===== src/glsp_pkg.sv =====
// Shared types and constants for the Galois LFSR sync predictor.
package glsp_pkg;

	localparam int CALIB_SAMPLES_DEF = 40;
	localparam int LFSR_WIDTH_DEF    = 32;
	localparam int OUT_BITS_DEF      = 5;
	localparam int SAMPLE_W          = 8;
	localparam int VALUE_W           = 32;
	localparam logic [31:0] MASK_RESET = 32'hB4BCD35C;

	typedef enum logic [2:0] {
		MODE_IDLE    = 3'd0,
		MODE_ARMED   = 3'd1,
		MODE_CALIB   = 3'd2,
		MODE_PREDICT = 3'd3,
		MODE_VICTIM  = 3'd4
	} mode_t;

	typedef enum logic [1:0] {
		REQ_OBS   = 2'd0,
		REQ_SYNC  = 2'd1,
		REQ_READY = 2'd2,
		REQ_DONE  = 2'd3
	} req_t;

	typedef enum logic [2:0] {
		ST_IDLE,
		ST_REBUILD,
		ST_STEP,
		ST_CHECK,
		ST_LOCK
	} ctl_state_t;

	typedef enum logic [1:0] {
		LFSR_HOLD,
		LFSR_SHIFT,
		LFSR_ADV
	} lfsr_op_t;

	typedef struct packed {
		logic [1:0] req_type;
		logic [7:0] observed_step;
	} in_t;

	typedef struct packed {
		logic [2:0]  mode;
		logic        arm_interrupt;
		logic        calibration_failed;
		logic        calibration_done;
		logic        mispredicted;
		logic [31:0] lfsr_value;
	} out_t;

	typedef struct packed {
		lfsr_op_t lfsr_op;
		logic     wr_en;
		logic     obs_load;
		logic     obs_stored;
		logic     out_load;
		mode_t    out_mode;
		logic     arm;
		logic     failed;
		logic     done;
		logic     miss;
	} cmd_t;

	typedef struct packed {
		logic pred_ok;
		logic adv_zero;
		logic check_ok;
	} status_t;

endpackage


===== src/glsp_datapath.sv =====
// Datapath: LFSR state, feedback mask, sample memory and result register.
module glsp_datapath import glsp_pkg::*; #(
	parameter int CALIB_SAMPLES = CALIB_SAMPLES_DEF,
	parameter int LFSR_WIDTH    = LFSR_WIDTH_DEF,
	parameter int OUT_BITS      = OUT_BITS_DEF,
	parameter int ADDR_W        = $clog2(CALIB_SAMPLES)
) (
	input  logic              clk,
	input  logic              arst_n,
	input  logic              cfg_we,
	input  logic [31:0]       cfg_wdata,
	input  logic [7:0]        obs_in,
	input  cmd_t              cmd,
	input  logic [ADDR_W-1:0] wr_addr,
	input  logic [ADDR_W-1:0] rd_addr,
	output status_t           status,
	output out_t              out_data
);

	logic [31:0]           mask_q;
	logic [LFSR_WIDTH-1:0] lfsr_q;
	logic [LFSR_WIDTH-1:0] lfsr_d;
	logic [LFSR_WIDTH-1:0] mask_w;
	logic [LFSR_WIDTH-1:0] adv;
	logic [LFSR_WIDTH-1:0] shift_t;
	logic [SAMPLE_W-1:0]   sample_mem [CALIB_SAMPLES];
	logic [SAMPLE_W-1:0]   rdata_q;
	logic [7:0]            obs_q;
	logic [7:0]            obs_sel;
	out_t                  out_q;

	assign mask_w  = LFSR_WIDTH'(mask_q);
	assign adv     = (lfsr_q >> 1) ^ (lfsr_q[0] ? mask_w : '0);
	assign shift_t = rdata_q[0] ? (lfsr_q ^ mask_w) : lfsr_q;
	assign obs_sel = cmd.obs_stored ? obs_q : obs_in;

	always_comb begin
		case (cmd.lfsr_op)
			LFSR_SHIFT: lfsr_d = {shift_t[LFSR_WIDTH-2:0], rdata_q[0]};
			LFSR_ADV:   lfsr_d = adv;
			default:    lfsr_d = lfsr_q;
		endcase
	end

	assign status.pred_ok  = ({1'b0, obs_sel} == (9'(lfsr_q[OUT_BITS-1:0]) + 9'd1));
	assign status.adv_zero = (adv[OUT_BITS-1:0] == '0);
	assign status.check_ok = (rdata_q == SAMPLE_W'(adv[OUT_BITS-1:0]));

	always_ff @(posedge clk or negedge arst_n) begin
		if (!arst_n) begin
			mask_q <= MASK_RESET;
			lfsr_q <= '0;
		end else begin
			if (cfg_we) begin
				mask_q <= cfg_wdata;
			end
			lfsr_q <= lfsr_d;
		end
	end

	always_ff @(posedge clk) begin
		if (cmd.wr_en) begin
			sample_mem[wr_addr] <= obs_in - 8'd1;
		end
		rdata_q <= sample_mem[rd_addr];
	end

	always_ff @(posedge clk) begin
		if (cmd.obs_load) begin
			obs_q <= obs_in;
		end
		if (cmd.out_load) begin
			out_q.mode               <= cmd.out_mode;
			out_q.arm_interrupt      <= cmd.arm;
			out_q.calibration_failed <= cmd.failed;
			out_q.calibration_done   <= cmd.done;
			out_q.mispredicted       <= cmd.miss;
			out_q.lfsr_value         <= VALUE_W'(lfsr_d);
		end
	end

	assign out_data = out_q;

endmodule


===== src/glsp_ctrl.sv =====
// Controller: mode tracking, sample count and calibration sequencer.
module glsp_ctrl import glsp_pkg::*; #(
	parameter int CALIB_SAMPLES = CALIB_SAMPLES_DEF,
	parameter int LFSR_WIDTH    = LFSR_WIDTH_DEF,
	parameter int ADDR_W        = $clog2(CALIB_SAMPLES)
) (
	input  logic              clk,
	input  logic              arst_n,
	input  logic              in_valid,
	input  logic [1:0]        req_type,
	output logic              in_ready,
	output logic              out_valid,
	input  logic              out_ready,
	input  status_t           status,
	output cmd_t              cmd,
	output logic [ADDR_W-1:0] wr_addr,
	output logic [ADDR_W-1:0] rd_addr
);

	ctl_state_t        state_q, state_d;
	mode_t             mode_q, mode_d;
	logic [ADDR_W-1:0] cnt_q, cnt_d;
	logic [ADDR_W-1:0] count_q, count_d;
	logic [ADDR_W-1:0] eff;
	logic              out_valid_q;

	assign in_ready  = (state_q == ST_IDLE) && (!out_valid_q || out_ready);
	assign out_valid = out_valid_q;
	assign eff       = (int'(count_q) >= CALIB_SAMPLES) ? '0 : count_q;
	assign wr_addr   = eff;

	always_comb begin
		logic  do_pred;
		mode_t pred_mode;
		do_pred   = 1'b0;
		pred_mode = mode_q;
		state_d   = state_q;
		mode_d    = mode_q;
		cnt_d     = cnt_q;
		count_d   = count_q;
		rd_addr   = ADDR_W'(LFSR_WIDTH - 1);
		cmd       = '0;
		cmd.lfsr_op  = LFSR_HOLD;
		cmd.out_mode = mode_q;
		case (state_q)
			ST_IDLE: begin
				if (in_valid && in_ready) begin
					case (req_t'(req_type))
						REQ_SYNC: begin
							if (mode_q == MODE_IDLE) begin
								mode_d = MODE_ARMED;
							end
							cmd.out_load = 1'b1;
						end
						REQ_READY: begin
							if (mode_q == MODE_ARMED || mode_q == MODE_CALIB) begin
								mode_d = MODE_CALIB;
							end
							cmd.arm      = 1'b1;
							cmd.out_load = 1'b1;
						end
						REQ_DONE: begin
							mode_d       = MODE_IDLE;
							cmd.out_load = 1'b1;
						end
						default: begin
							if (mode_q == MODE_CALIB) begin
								cmd.wr_en = 1'b1;
								if (eff == ADDR_W'(CALIB_SAMPLES - 1)) begin
									count_d      = '0;
									cnt_d        = '0;
									cmd.obs_load = 1'b1;
									state_d      = ST_REBUILD;
								end else begin
									count_d      = eff + 1'b1;
									cmd.out_load = 1'b1;
								end
							end else if (mode_q == MODE_PREDICT || mode_q == MODE_VICTIM) begin
								do_pred = 1'b1;
							end else begin
								cmd.out_load = 1'b1;
							end
						end
					endcase
				end
			end
			ST_REBUILD: begin
				cmd.lfsr_op = LFSR_SHIFT;
				if (cnt_q == ADDR_W'(LFSR_WIDTH - 1)) begin
					rd_addr = ADDR_W'(LFSR_WIDTH);
					cnt_d   = '0;
					state_d = ST_STEP;
				end else begin
					rd_addr = ADDR_W'(LFSR_WIDTH - 2) - cnt_q;
					cnt_d   = cnt_q + 1'b1;
				end
			end
			ST_STEP: begin
				cmd.lfsr_op = LFSR_ADV;
				rd_addr     = ADDR_W'(LFSR_WIDTH);
				if (cnt_q == ADDR_W'(LFSR_WIDTH - 2)) begin
					cnt_d   = '0;
					state_d = ST_CHECK;
				end else begin
					cnt_d = cnt_q + 1'b1;
				end
			end
			ST_CHECK: begin
				cmd.lfsr_op = LFSR_ADV;
				rd_addr     = ADDR_W'(LFSR_WIDTH);
				if (!status.check_ok) begin
					mode_d       = MODE_CALIB;
					cmd.failed   = 1'b1;
					cmd.out_load = 1'b1;
					state_d      = ST_IDLE;
				end else if (cnt_q == ADDR_W'(CALIB_SAMPLES - LFSR_WIDTH - 1)) begin
					state_d = ST_LOCK;
				end else begin
					rd_addr = ADDR_W'(LFSR_WIDTH + 1) + cnt_q;
					cnt_d   = cnt_q + 1'b1;
				end
			end
			ST_LOCK: begin
				cmd.obs_stored = 1'b1;
				cmd.done       = 1'b1;
				pred_mode      = MODE_PREDICT;
				do_pred        = 1'b1;
				state_d        = ST_IDLE;
			end
			default: begin
				state_d = ST_IDLE;
			end
		endcase
		if (do_pred) begin
			if (pred_mode == MODE_PREDICT && !status.pred_ok) begin
				count_d  = '0;
				mode_d   = MODE_CALIB;
				cmd.miss = 1'b1;
			end else begin
				cmd.lfsr_op = LFSR_ADV;
				mode_d      = status.adv_zero ? MODE_VICTIM : MODE_PREDICT;
				cmd.arm     = status.adv_zero;
			end
			cmd.out_load = 1'b1;
		end
		cmd.out_mode = mode_d;
	end

	always_ff @(posedge clk or negedge arst_n) begin
		if (!arst_n) begin
			state_q     <= ST_IDLE;
			mode_q      <= MODE_IDLE;
			cnt_q       <= '0;
			count_q     <= '0;
			out_valid_q <= 1'b0;
		end else begin
			state_q <= state_d;
			mode_q  <= mode_d;
			cnt_q   <= cnt_d;
			count_q <= count_d;
			if (cmd.out_load) begin
				out_valid_q <= 1'b1;
			end else if (out_ready) begin
				out_valid_q <= 1'b0;
			end
		end
	end

endmodule


===== src/galois_lfsr_sync_predictor.sv =====
// Top level of the Galois LFSR sync predictor.
// Usage:
//   Requests enter on in_valid/in_ready with in_data (req_type, observed_step).
//   Every request yields exactly one result on out_valid/out_ready with out_data.
//   Write feedback_mask via cfg_we/cfg_wdata only while idle; not enforced.
// Timing and throughput:
//   Sync, ready, done and most observations complete on acceptance; the result
//   is valid the cycle after acceptance, and a new request can be taken every
//   cycle while results are drained.
//   The observation that completes a sample set starts the calibration
//   sequencer: shift-in steps reading the sample memory, then step, check and
//   lock states. A failed check ends the sequence early. in_ready stays low
//   meanwhile.
// Reset:
//   Mode returns to idle, LFSR state and sample count clear, mask reloads.
//   Sample memory is not cleared.
// Stall:
//   A pending result holds in the output register; one more request is taken
//   only in the cycle that register is being emptied.
module galois_lfsr_sync_predictor import glsp_pkg::*; #(
	parameter int CALIB_SAMPLES = CALIB_SAMPLES_DEF,
	parameter int LFSR_WIDTH    = LFSR_WIDTH_DEF,
	parameter int OUT_BITS      = OUT_BITS_DEF
) (
	input  logic        clk,
	input  logic        arst_n,
	input  logic        cfg_we,
	input  logic [31:0] cfg_wdata,
	input  logic        in_valid,
	output logic        in_ready,
	input  in_t         in_data,
	output logic        out_valid,
	input  logic        out_ready,
	output out_t        out_data
);

	localparam int ADDR_W = $clog2(CALIB_SAMPLES);

	cmd_t              cmd;
	status_t           status;
	logic [ADDR_W-1:0] wr_addr;
	logic [ADDR_W-1:0] rd_addr;

	glsp_ctrl #(
		.CALIB_SAMPLES(CALIB_SAMPLES),
		.LFSR_WIDTH   (LFSR_WIDTH),
		.ADDR_W       (ADDR_W)
	) u_ctrl (
		.clk      (clk),
		.arst_n   (arst_n),
		.in_valid (in_valid),
		.req_type (in_data.req_type),
		.in_ready (in_ready),
		.out_valid(out_valid),
		.out_ready(out_ready),
		.status   (status),
		.cmd      (cmd),
		.wr_addr  (wr_addr),
		.rd_addr  (rd_addr)
	);

	glsp_datapath #(
		.CALIB_SAMPLES(CALIB_SAMPLES),
		.LFSR_WIDTH   (LFSR_WIDTH),
		.OUT_BITS     (OUT_BITS),
		.ADDR_W       (ADDR_W)
	) u_dp (
		.clk      (clk),
		.arst_n   (arst_n),
		.cfg_we   (cfg_we),
		.cfg_wdata(cfg_wdata),
		.obs_in   (in_data.observed_step),
		.cmd      (cmd),
		.wr_addr  (wr_addr),
		.rd_addr  (rd_addr),
		.status   (status),
		.out_data (out_data)
	);

endmodule


===== config.mk =====
export PLATFORM = sky130hd
export DESIGN_NAME = galois_lfsr_sync_predictor
export DESIGN_NICKNAME = d
export VERILOG_FILES = /design/src/glsp_pkg.sv /design/src/glsp_datapath.sv /design/src/glsp_ctrl.sv /design/src/galois_lfsr_sync_predictor.sv
export SDC_FILE = /design/constraint.sdc
export NUM_CORES = 1
export LEC_CHECK = 0
export ABC_AREA = 1
export BUFFER_PORTS_ARGS = -buffer_cell sky130_fd_sc_hd__buf_2
export CAP_MARGIN = 20
export CORE_ASPECT_RATIO = 1.4
export CORE_MARGIN = 2
export CORE_UTILIZATION = 30
export CTS_BUF_LIST = sky130_fd_sc_hd__clkbuf_16
export CTS_CLUSTER_DIAMETER = 120
export DETAILED_ROUTE_END_ITERATION = 6
export GPL_TIMING_DRIVEN = 0
export PLACE_DENSITY = 0.51
export SLEW_MARGIN = 0
export SYNTH_ARGS = -nofsm -noshare
export SYNTH_HDL_FRONTEND = slang
export SYNTH_SLANG_ARGS = --single-unit

===== constraint.sdc =====
create_clock -name clk -period 7.2 [get_ports clk]
set_input_delay 1.8 -clock clk [delete_from_list [all_inputs] [get_ports clk]]
set_output_delay 1.8 -clock clk [all_outputs]
set_load 0.05 [all_outputs]

==> results of run 1 <==
[cells in the mapped netlist, types with 2 or more instances]
cell type / n
edfxtp_1: 367
o21ai_0: 143
dfstp_2: 18
nand3_1: 378
buf_1: 6
clkinv_1: 2
xnor2_1: 5
nand2_2: 4
ha_1: 9
clkbuf_1: 48
buf_2: 38
nor2_1: 134
dfrtp_1: 65
o22ai_1: 5
buf_6: 9
nand3_2: 4
a31oi_1: 30
a21oi_1: 35
inv_1: 289
o221ai_1: 16
nand2_1: 299
inv_2: 8
dfxtp_1: 8
o211ai_1: 2
buf_4: 4
mux2_2: 2
xor2_1: 15
nor4_1: 3
a22oi_1: 3
nand3b_1: 82
nor3_1: 10
nand4_1: 8
o21ai_1: 8
nor2_2: 2
[layer usage]
metal  vias up  track usage [%]  share of wire, %  wire length [um]
li1       7389                -                 -                 -
met1      7569            19.93                40             25120
met2       435            31.83                51             32290
met3       130            2.476               4.2              2669
met4         2            7.858               4.5              2808
met5         -                0             0.021                13
[per-stage QoR]
stage / std cells / total power, mW / hold WS (ns) / cell area, um^2 / worst slack (ns)
3_5_place_dp: 3094 / 3.733 / 0.4983 / 22930 / 1.917
5_1_grt: 3184 / 6.473 / 0.5212 / 24550 / 2.267
4_1_cts: 3184 / 6.312 / 0.5075 / 24550 / 2.543
3_3_place_gp: 3084 / 3.701 / 0.4878 / 22580 / -0.7104
2_1_floorplan: 2070 / 3.474 / 0.4711 / 20990 / 2.787
6_report: 3185 / 6.255 / 0.5028 / 24550 / 2.594
[power breakdown]
part / internal, mW / total, mW / switching [mW]
registers: 2.99 / 3.03 / 0.0490
clock network: 1.49 / 2.58 / 1.09
logic: 0.146 / 0.643 / 0.497
total: 4.62 / 6.25 / 1.63
[state kept, by name, summed over array words and instances, names as in the netlist, 6 cells and up]
signal           cells
u_dp.sample_mem    320
u_dp.out_data       39
u_dp.lfsr_q         32
u_dp.mask_q         32
u_dp.obs_q           8
u_dp.rdata_q         8
u_ctrl.cnt_q         6
u_ctrl.count_q       6
[worst reg2reg max path, cell delays in order, from the launching register on]
cell and delay (ns):
dfrtp_1 0.43, nor2_1 0.20, nand2_1 0.18, clkbuf_1 0.25
o21ai_0 0.27, nand2_1 0.09, o21ai_0 0.08, a21oi_1 0.06
nand3_1 0.10, nand2_1 0.07, nand2_1 0.07, inv_1 0.07
a21oi_1 0.28, inv_1 0.08, ha_1 0.33, inv_2 0.23
buf_1 0.47, o21ai_0 0.18, nand2_1 0.08, o21ai_0 0.14
[layout make-up]
class	count	area (um^2)	area share, %
antenna	1	2.502	0.01019
buffer	106	529.3	2.156
clock buffer	49	1226	4.994
clock inverter	41	394.1	1.605
inverter	299	1122	4.571
multi-input combinational	1207	6172	25.14
sequential	458	13280	54.09
tap	928	1161	4.729
timing repair buffer	96	663.1	2.701
[cell families (layout without fill, tap and decap cells)]
group,after synthesis,in the layout,synth area share (%)
AND/OR/NAND/NOR,929,929,20.83
flip-flops,458,458,63.27
buffers and inverters,405,591,7.868
AO/OA/AOI/OAI,247,247,6.563
XOR/XNOR,20,20,0.8345
adder cells (fa/ha/maj),9,9,0.5365
multiplexers,2,2,0.1073
other,0,1,0
[path summary, 6_finish.rpt]
kind                               endpoint  depth (start not counted)  slack (ns)
min                         u_dp.mask_q[21]                          2        0.50
min reg2reg                 u_dp.mask_q[21]                          2        0.50
max in group asynchronous    u_dp.mask_q[3]                          2        5.37
max                        u_dp.out_data[2]                         18        2.59
min in group asynchronous   u_ctrl.cnt_q[1]                          1        1.13
max reg2reg                u_dp.out_data[2]                         19        3.28
==> summary.md, run 1 <==
| Metric | Value |
|---|---|
| Layout cells sized above 1 | `11.84%` |
| Worst Setup Start Kind | `input port` |
| Most frequent cells in the layout | `378 x nand3_1, 367 x edfxtp_1, 299 x nand2_1` |
| Clock tree buffer depth | `3` |
| Clock Latency Late Sink | `0.62 ns` |
| Largest net degree at the start of global routing | `59` |
| Clock transition at path regs | `0.06 ns` |
| Setup crit start | `in_data[0]` |
| Worst Path Arrival | `4.90 ns` |
| Finished Core Util | `35.49%` |
| Detail Route Antenna Nets | `0` |
| Fmax | `217.1 MHz` |
| Total gr overflow | `0` |
| Post_cts resized | `0` |
| Commonest non-fill, non-tap cell in the layout | `nand3_1` |
| DP HPWL | `44.64 mm` |
| Cells after synthesis | `2,070` |
| Post-synth EDFFs | `367` |
| Reg-to-Reg Start | `u_ctrl.state_q[1]` |
| Most used cell, CP | `o21ai_0` |
| Rel. slew slack | `43.71%` |
| Via density | `4.874` |
| GP Congestion | `0.8795` |
| CTS tree | `built` |
| Die width | `227.6 um` |
| Clock skew | `0.03918 ns` |
| CTS Sinks | `458` |
| Worst Tran Pin Value | `0.8430 ns` |
| PD cells | `254.8 mW/mm^2` |
| Failing checks | `DRC` |
| Routed len/inst | `19.75 um` |
| Top cells by area, synth | `edfxtp_1 53%, nand3_1 9.0%, dfrtp_1 7.7%, nand2_1 5.3%, inv_1 5.2%` |
| Area Overhead vs Synth | `16.96%` |
| Nets | `2,272` |
| Sequence of cells on the critical path | `buf_2 -> inv_2 -> buf_12 -> o21ai_0 -> o21ai_0 -> a21oi_1 -> nand3_1 -> nand2_1 -> nand2_1 -> inv_1 -> a21oi_1 -> inv_1 -> ha_1 -> inv_2 -> buf_1 -> o21ai_0 -> nand2_1 -> o21ai_0` |
| Post-Syn Nets | `2,126` |
| GRT Util Overall | `17.38%` |
| CP bufs+invs | `7` |
| Post-synthesis sequential area ratio | `63.27%` |
| RSZ-0062 raised after global routing | `false` |
| Number of max-cap violations | `0` |
| Post-CTS setup repair buffer count | `0` |
| Initial antenna violation count | `1` |
| Distinct cell type count after synthesis | `45` |
| Period utilization | `63.97%` |
| Num CTS Buffers | `48` |
| Final hold viol count | `0` |
| Minimum clock period | `4.606 ns` |
| CP max stage delay | `0.47 ns` |
| Finish-stage setup viols | `0` |
| Vias in the first global route | `15,450` |
| Initial DRT Pass Iterations | `7` |
| HP Start | `u_dp.mask_q[21]` |
| Mean post-synth cell area | `10.14 um^2` |
| Vias after detailed routing | `15,530` |
| Main synth FF type | `edfxtp_1` |
| Ys async rst share | `18.12%` |
| Row cnt | `114` |
| Synth top area share | `52.50%` |
| Synthesized area | `0.02099 mm^2` |
| Filler Cell Count | `6,947` |
| Slowest-stage cell, CP | `buf_1` |
| Outcome | `finished with violations` |
| Delay-heaviest family, CP | `buffers and inverters` |
| Synth Register Bits | `458` |
| Setup Total Neg Slack | `0 ns` |
| Worst vdd ir | `159.8 uV` |
| DIE AREA | `0.07213 mm^2` |
| P_leak | `9.626 nW` |
| Chip height | `317.0 um` |
| Global-route wire length before repair | `93.67 mm` |
| Area leader, netlist | `edfxtp_1` |
| Worst-path fanout max | `35` |
| DRT Wirelength | `62.91 mm` |
| Post-route DRC | `2` |
| CP Class | `input port to flip-flop` |
| CP Capture Type | `flip-flop` |
| Warnings, synthesis | `0` |
| Initial DRC count | `1,045` |
| CTS HTree Levels | `2` |
| IO buf count | `86` |
| Min-delay worst type | `flip-flop to flip-flop` |
| Initial Util | `30.34%` |
| Final Max Tran Viols | `0` |
| Core footprint | `0.06918 mm^2` |
| Hold_buf cts | `0` |
| I/O pin count | `88` |
| Root Buffer | `clkbuf_16` |
| WP data required | `7.50 ns` |
No activity file was read; power rests on OpenSTA's default activity.
==> run 2, diff against run 1 <==
--- a/config.mk
+++ b/config.mk
@@ -15,7 +15,7 @@
 export CTS_CLUSTER_DIAMETER = 120
 export DETAILED_ROUTE_END_ITERATION = 6
 export GPL_TIMING_DRIVEN = 0
-export PLACE_DENSITY = 0.51
+export PLACE_DENSITY = 0.52
 export SLEW_MARGIN = 0
 export SYNTH_ARGS = -nofsm -noshare
 export SYNTH_HDL_FRONTEND = slang
==> constraint.sdc (replaced) <==
create_clock -name clk -period 3.95 [get_ports clk]
set_input_delay 0.9875 -clock clk [delete_from_list [all_inputs] [get_ports clk]]
set_output_delay 0.9875 -clock clk [all_outputs]
set_load 0.05 [all_outputs]
==> run 2 against run 1 <==
  * Register-to-register slack lost 3.1 ns
  * Final area increased by 0.12%
  * Non-clock buffer count grew 2
  * Clock skew decreased by 0.00076 ns
  * Flip-flop and latch count did not move
  * The flow now finishes without violations
  * Sequential power is 83% higher
  * Critical path depth is 6 lower
  * Utilization about the same
  * Die area unchanged
  * Sequential share of layout area down 0.063 points
  * Largest power group unchanged
  * Global-route usage rose by 0.14 points
  * Critical path type is now flip-flop to flip-flop
  * Setup slack got worse by 2.5 ns
==> summary.md, run 2 (synthesized netlist as in run 1, its figures left out) <==
| Metric | Value |
|---|---|
| CP Class | `flip-flop to flip-flop (was input port to flip-flop)` |
| Register with the most flip-flops | `u_dp.sample_mem (unchanged)` |
| Fmax | `262.5 MHz` |
| Largest net degree at the start of global routing | `57 (was 59)` |
| Minimum clock period | `3.810 ns` |
| Clock Latency Late Sink | `0.61 ns (was 0.62 ns)` |
| Max FFs per register | `320 (unchanged)` |
| Number of max-cap violations | `0 (unchanged)` |
| CP Capture Type | `flip-flop (unchanged)` |
| Worst Tran Pin Value | `0.8656 ns (was 0.8430 ns)` |
| Num CTS Buffers | `49 (was 48)` |
| Reg-to-Reg Start | `u_ctrl.state_q[1] (unchanged)` |
| Final hold viol count | `0 (unchanged)` |
| Initial antenna violation count | `4 (was 1)` |
| GRT Util Overall | `17.52% (was 17.38%)` |
| CTS tree | `built (unchanged)` |
| Routed len/inst | `19.83 um (was 19.75 um)` |
| Initial DRC count | `1,358 (was 1,045)` |
| GP Congestion | `0.9209 (was 0.8795)` |
| Clock tree buffer depth | `3 (unchanged)` |
| Filler Cell Count | `6,828 (was 6,947)` |
| Sequence of cells on the critical path | `nor2_1 -> inv_1 -> nor2_1 -> inv_1 -> nor2_1 -> nand2_1 -> nor2_2 -> nand2_1 -> inv_1 -> buf_4 -> nand4_1 -> nor2_1 (was buf_2 -> inv_2 -> buf_12 -> o21ai_0 -> o21ai_0 -> a21oi_1 -> nand3_1 -> nand2_1 -> nand2_1 -> inv_1 -> a21oi_1 -> inv_1 -> ha_1 -> inv_2 -> buf_1 -> o21ai_0 -> nand2_1 -> o21ai_0)` |
| Vias after detailed routing | `15,600 (was 15,530)` |
| I/O pin count | `88 (unchanged)` |
| DIE AREA | `0.07213 mm^2 (unchanged)` |
| Met2 Track Usage GR | `31.88% (was 31.83%)` |
| WP data required | `4.19 ns (was 7.50 ns)` |
| P_leak | `9.650 nW (was 9.626 nW)` |
| Total gr overflow | `0 (unchanged)` |
| CP max stage delay | `0.84 ns (was 0.47 ns)` |
| Post-route insts no fill | `3,190 (was 3,185)` |
| Rel. slew slack | `42.20% (was 43.71%)` |
| Area Overhead vs Synth | `17.09% (was 16.96%)` |
| Worst vdd ir | `268.4 uV (was 159.8 uV)` |
| Commonest non-fill, non-tap cell in the layout | `nand3_1 (unchanged)` |
| FF-to-FF path depth | `12 (was 19)` |
| CP bufs+invs | `4 (was 7)` |
| Die width | `227.6 um (unchanged)` |
| Clock skew | `0.03842 ns (was 0.03918 ns)` |
| Chip height | `317.0 um (unchanged)` |
| PD cells | `459.7 mW/mm^2 (was 254.8 mW/mm^2)` |
| Post-route DRC | `0 (was 2)` |
| Worst setup margin | `0.1402 ns (was 2.594 ns)` |
| Delay-heaviest family, CP | `simple AND/OR/NAND/NOR gates (was buffers and inverters)` |
| Worst Setup Start Kind | `flip-flop (was input port)` |
| Worst-path fanout max | `10 (was 35)` |
| Initial DRT Pass Iterations | `6 (was 7)` |
| Nets | `2,275 (was 2,272)` |
| WP depth | `12 (was 18)` |
| Row cnt | `114 (unchanged)` |
| Global-route wire length before repair | `94.54 mm (was 93.67 mm)` |
| Slack of the worst reg-to-reg path | `0.14 ns (was 3.28 ns)` |
| Met3 GRT Util | `2.735% (was 2.476%)` |
| Core footprint | `0.06918 mm^2 (unchanged)` |
| CTS HTree Levels | `2 (unchanged)` |
| CTS Sinks | `458 (unchanged)` |
| Finish-stage setup viols | `0 (unchanged)` |
| Final Max Tran Viols | `0 (unchanged)` |
| Most frequent cells in the layout | `378 x nand3_1, 367 x edfxtp_1, 299 x nand2_1 (unchanged)` |
| Worst r2r dst | `u_dp.sample_mem[11][0] (was u_dp.out_data[2])` |
| RSZ-0062 raised after global routing | `true (was false)` |
| Met1 Track Usage GR | `20.31% (was 19.93%)` |
| Period utilization | `96.45%` |
| Root Buffer | `clkbuf_16 (unchanged)` |
| Finished Core Util | `35.53% (was 35.49%)` |
| DRT Wirelength | `63.26 mm (was 62.91 mm)` |
| Initial Util | `30.34% (unchanged)` |
| GR peak layer | `met2 (unchanged)` |
| Vias in the first global route | `15,600 (was 15,450)` |
| IO buf count | `86 (unchanged)` |
| Detail Route Antenna Nets | `0 (unchanged)` |
| Outcome | `completed (was finished with violations)` |
| DP HPWL | `44.68 mm (was 44.64 mm)` |
| Most used cell, CP | `nor2_1 (was o21ai_0)` |
| Hold_buf cts | `0 (unchanged)` |
| Layout cells sized above 1 | `12.70% (was 11.84%)` |
| Clock transition at path regs | `0.06 ns (about the same)` |
| Via density | `4.891 (was 4.874)` |
| Worst slack at placement | `-0.3979 ns (was 1.917 ns)` |
| Worst Path Arrival | `4.05 ns (was 4.90 ns)` |
| # placed instances | `3,094 (unchanged)` |
| Min-delay worst type | `input port to async pin (was flip-flop to flip-flop)` |
| Slowest-stage cell, CP | `nor2_1 (was buf_1)` |
## run 2: cell types whose count changed in the layout (fill, tap and decap cells not counted), sizes merged
cell	before	now
clkbuf	98	102
bufinv	7	4
inv	306	308
clkinv	25	26
diode	1	2
## run 2: what timing repair did
item	CTS	global route
resized for setup	2	24
setup buffers	0	2
setup endpoints to repair	9	179
hold endpoints to repair	0	0
## run 2: per-stage QoR
step | hold slack [ns] | total power [mW] | area [um^2] | setup TNS, ns
floorplan | 0.4711 | 6.332 | 20990 | 0
global placement | 0.4902 | 6.753 | 22580 | -862.35
detailed placement | 0.4951 | 6.816 | 22930 | -10.09
CTS | 0.3270 | 11.40 | 24530 | 0
global route | 0.3536 | 11.70 | 24570 | -9.148
finish | 0.3406 | 11.30 | 24580 | 0
## run 2: worst max-delay path by stage
stage	startpoint	end
global route	u_ctrl.state_q[1]	u_dp.sample_mem[11][0]
finish	u_ctrl.state_q[1]	u_dp.sample_mem[11][0]
detailed placement	in_data[0]	u_dp.out_data[2]
floorplan	in_data[0]	u_dp.sample_mem[0][6]
CTS	u_ctrl.state_q[1]	u_dp.out_data[14]
global placement	in_data[0]	u_dp.sample_mem[11][2]
## run 2: per-layer routing
layer | wire (um) | vias up
li1 | - | 7396
met4 | 2774 | 6
met1 | 24740 | 7525
met5 | 40 | -
met3 | 3246 | 133
met2 | 32460 | 542
## run 2: cell type report
| cell class | instances | area (um^2) | area share (%) |
|---|---|---|---|
| Timing Repair Buffer | 98 | 678.2 | 2.759 |
| Buffer | 106 | 541.8 | 2.204 |
| Multi-Input combinational cell | 1207 | 6195 | 25.20 |
| Antenna cell | 2 | 5.005 | 0.02036 |
| Clock inverter | 41 | 320.3 | 1.303 |
| Inverter | 299 | 1122 | 4.566 |
| Clock buffer | 51 | 1276 | 5.192 |
| Sequential cell | 458 | 13280 | 54.03 |
| Tap cell | 928 | 1161 | 4.724 |
## run 2: report_power, final
group          internal (mW)  switching [mW]  total, mW
registers               5.44          0.0932       5.54
logic                  0.268           0.910       1.18
clock network           2.61            1.98       4.58
total                   8.32            2.98       11.3
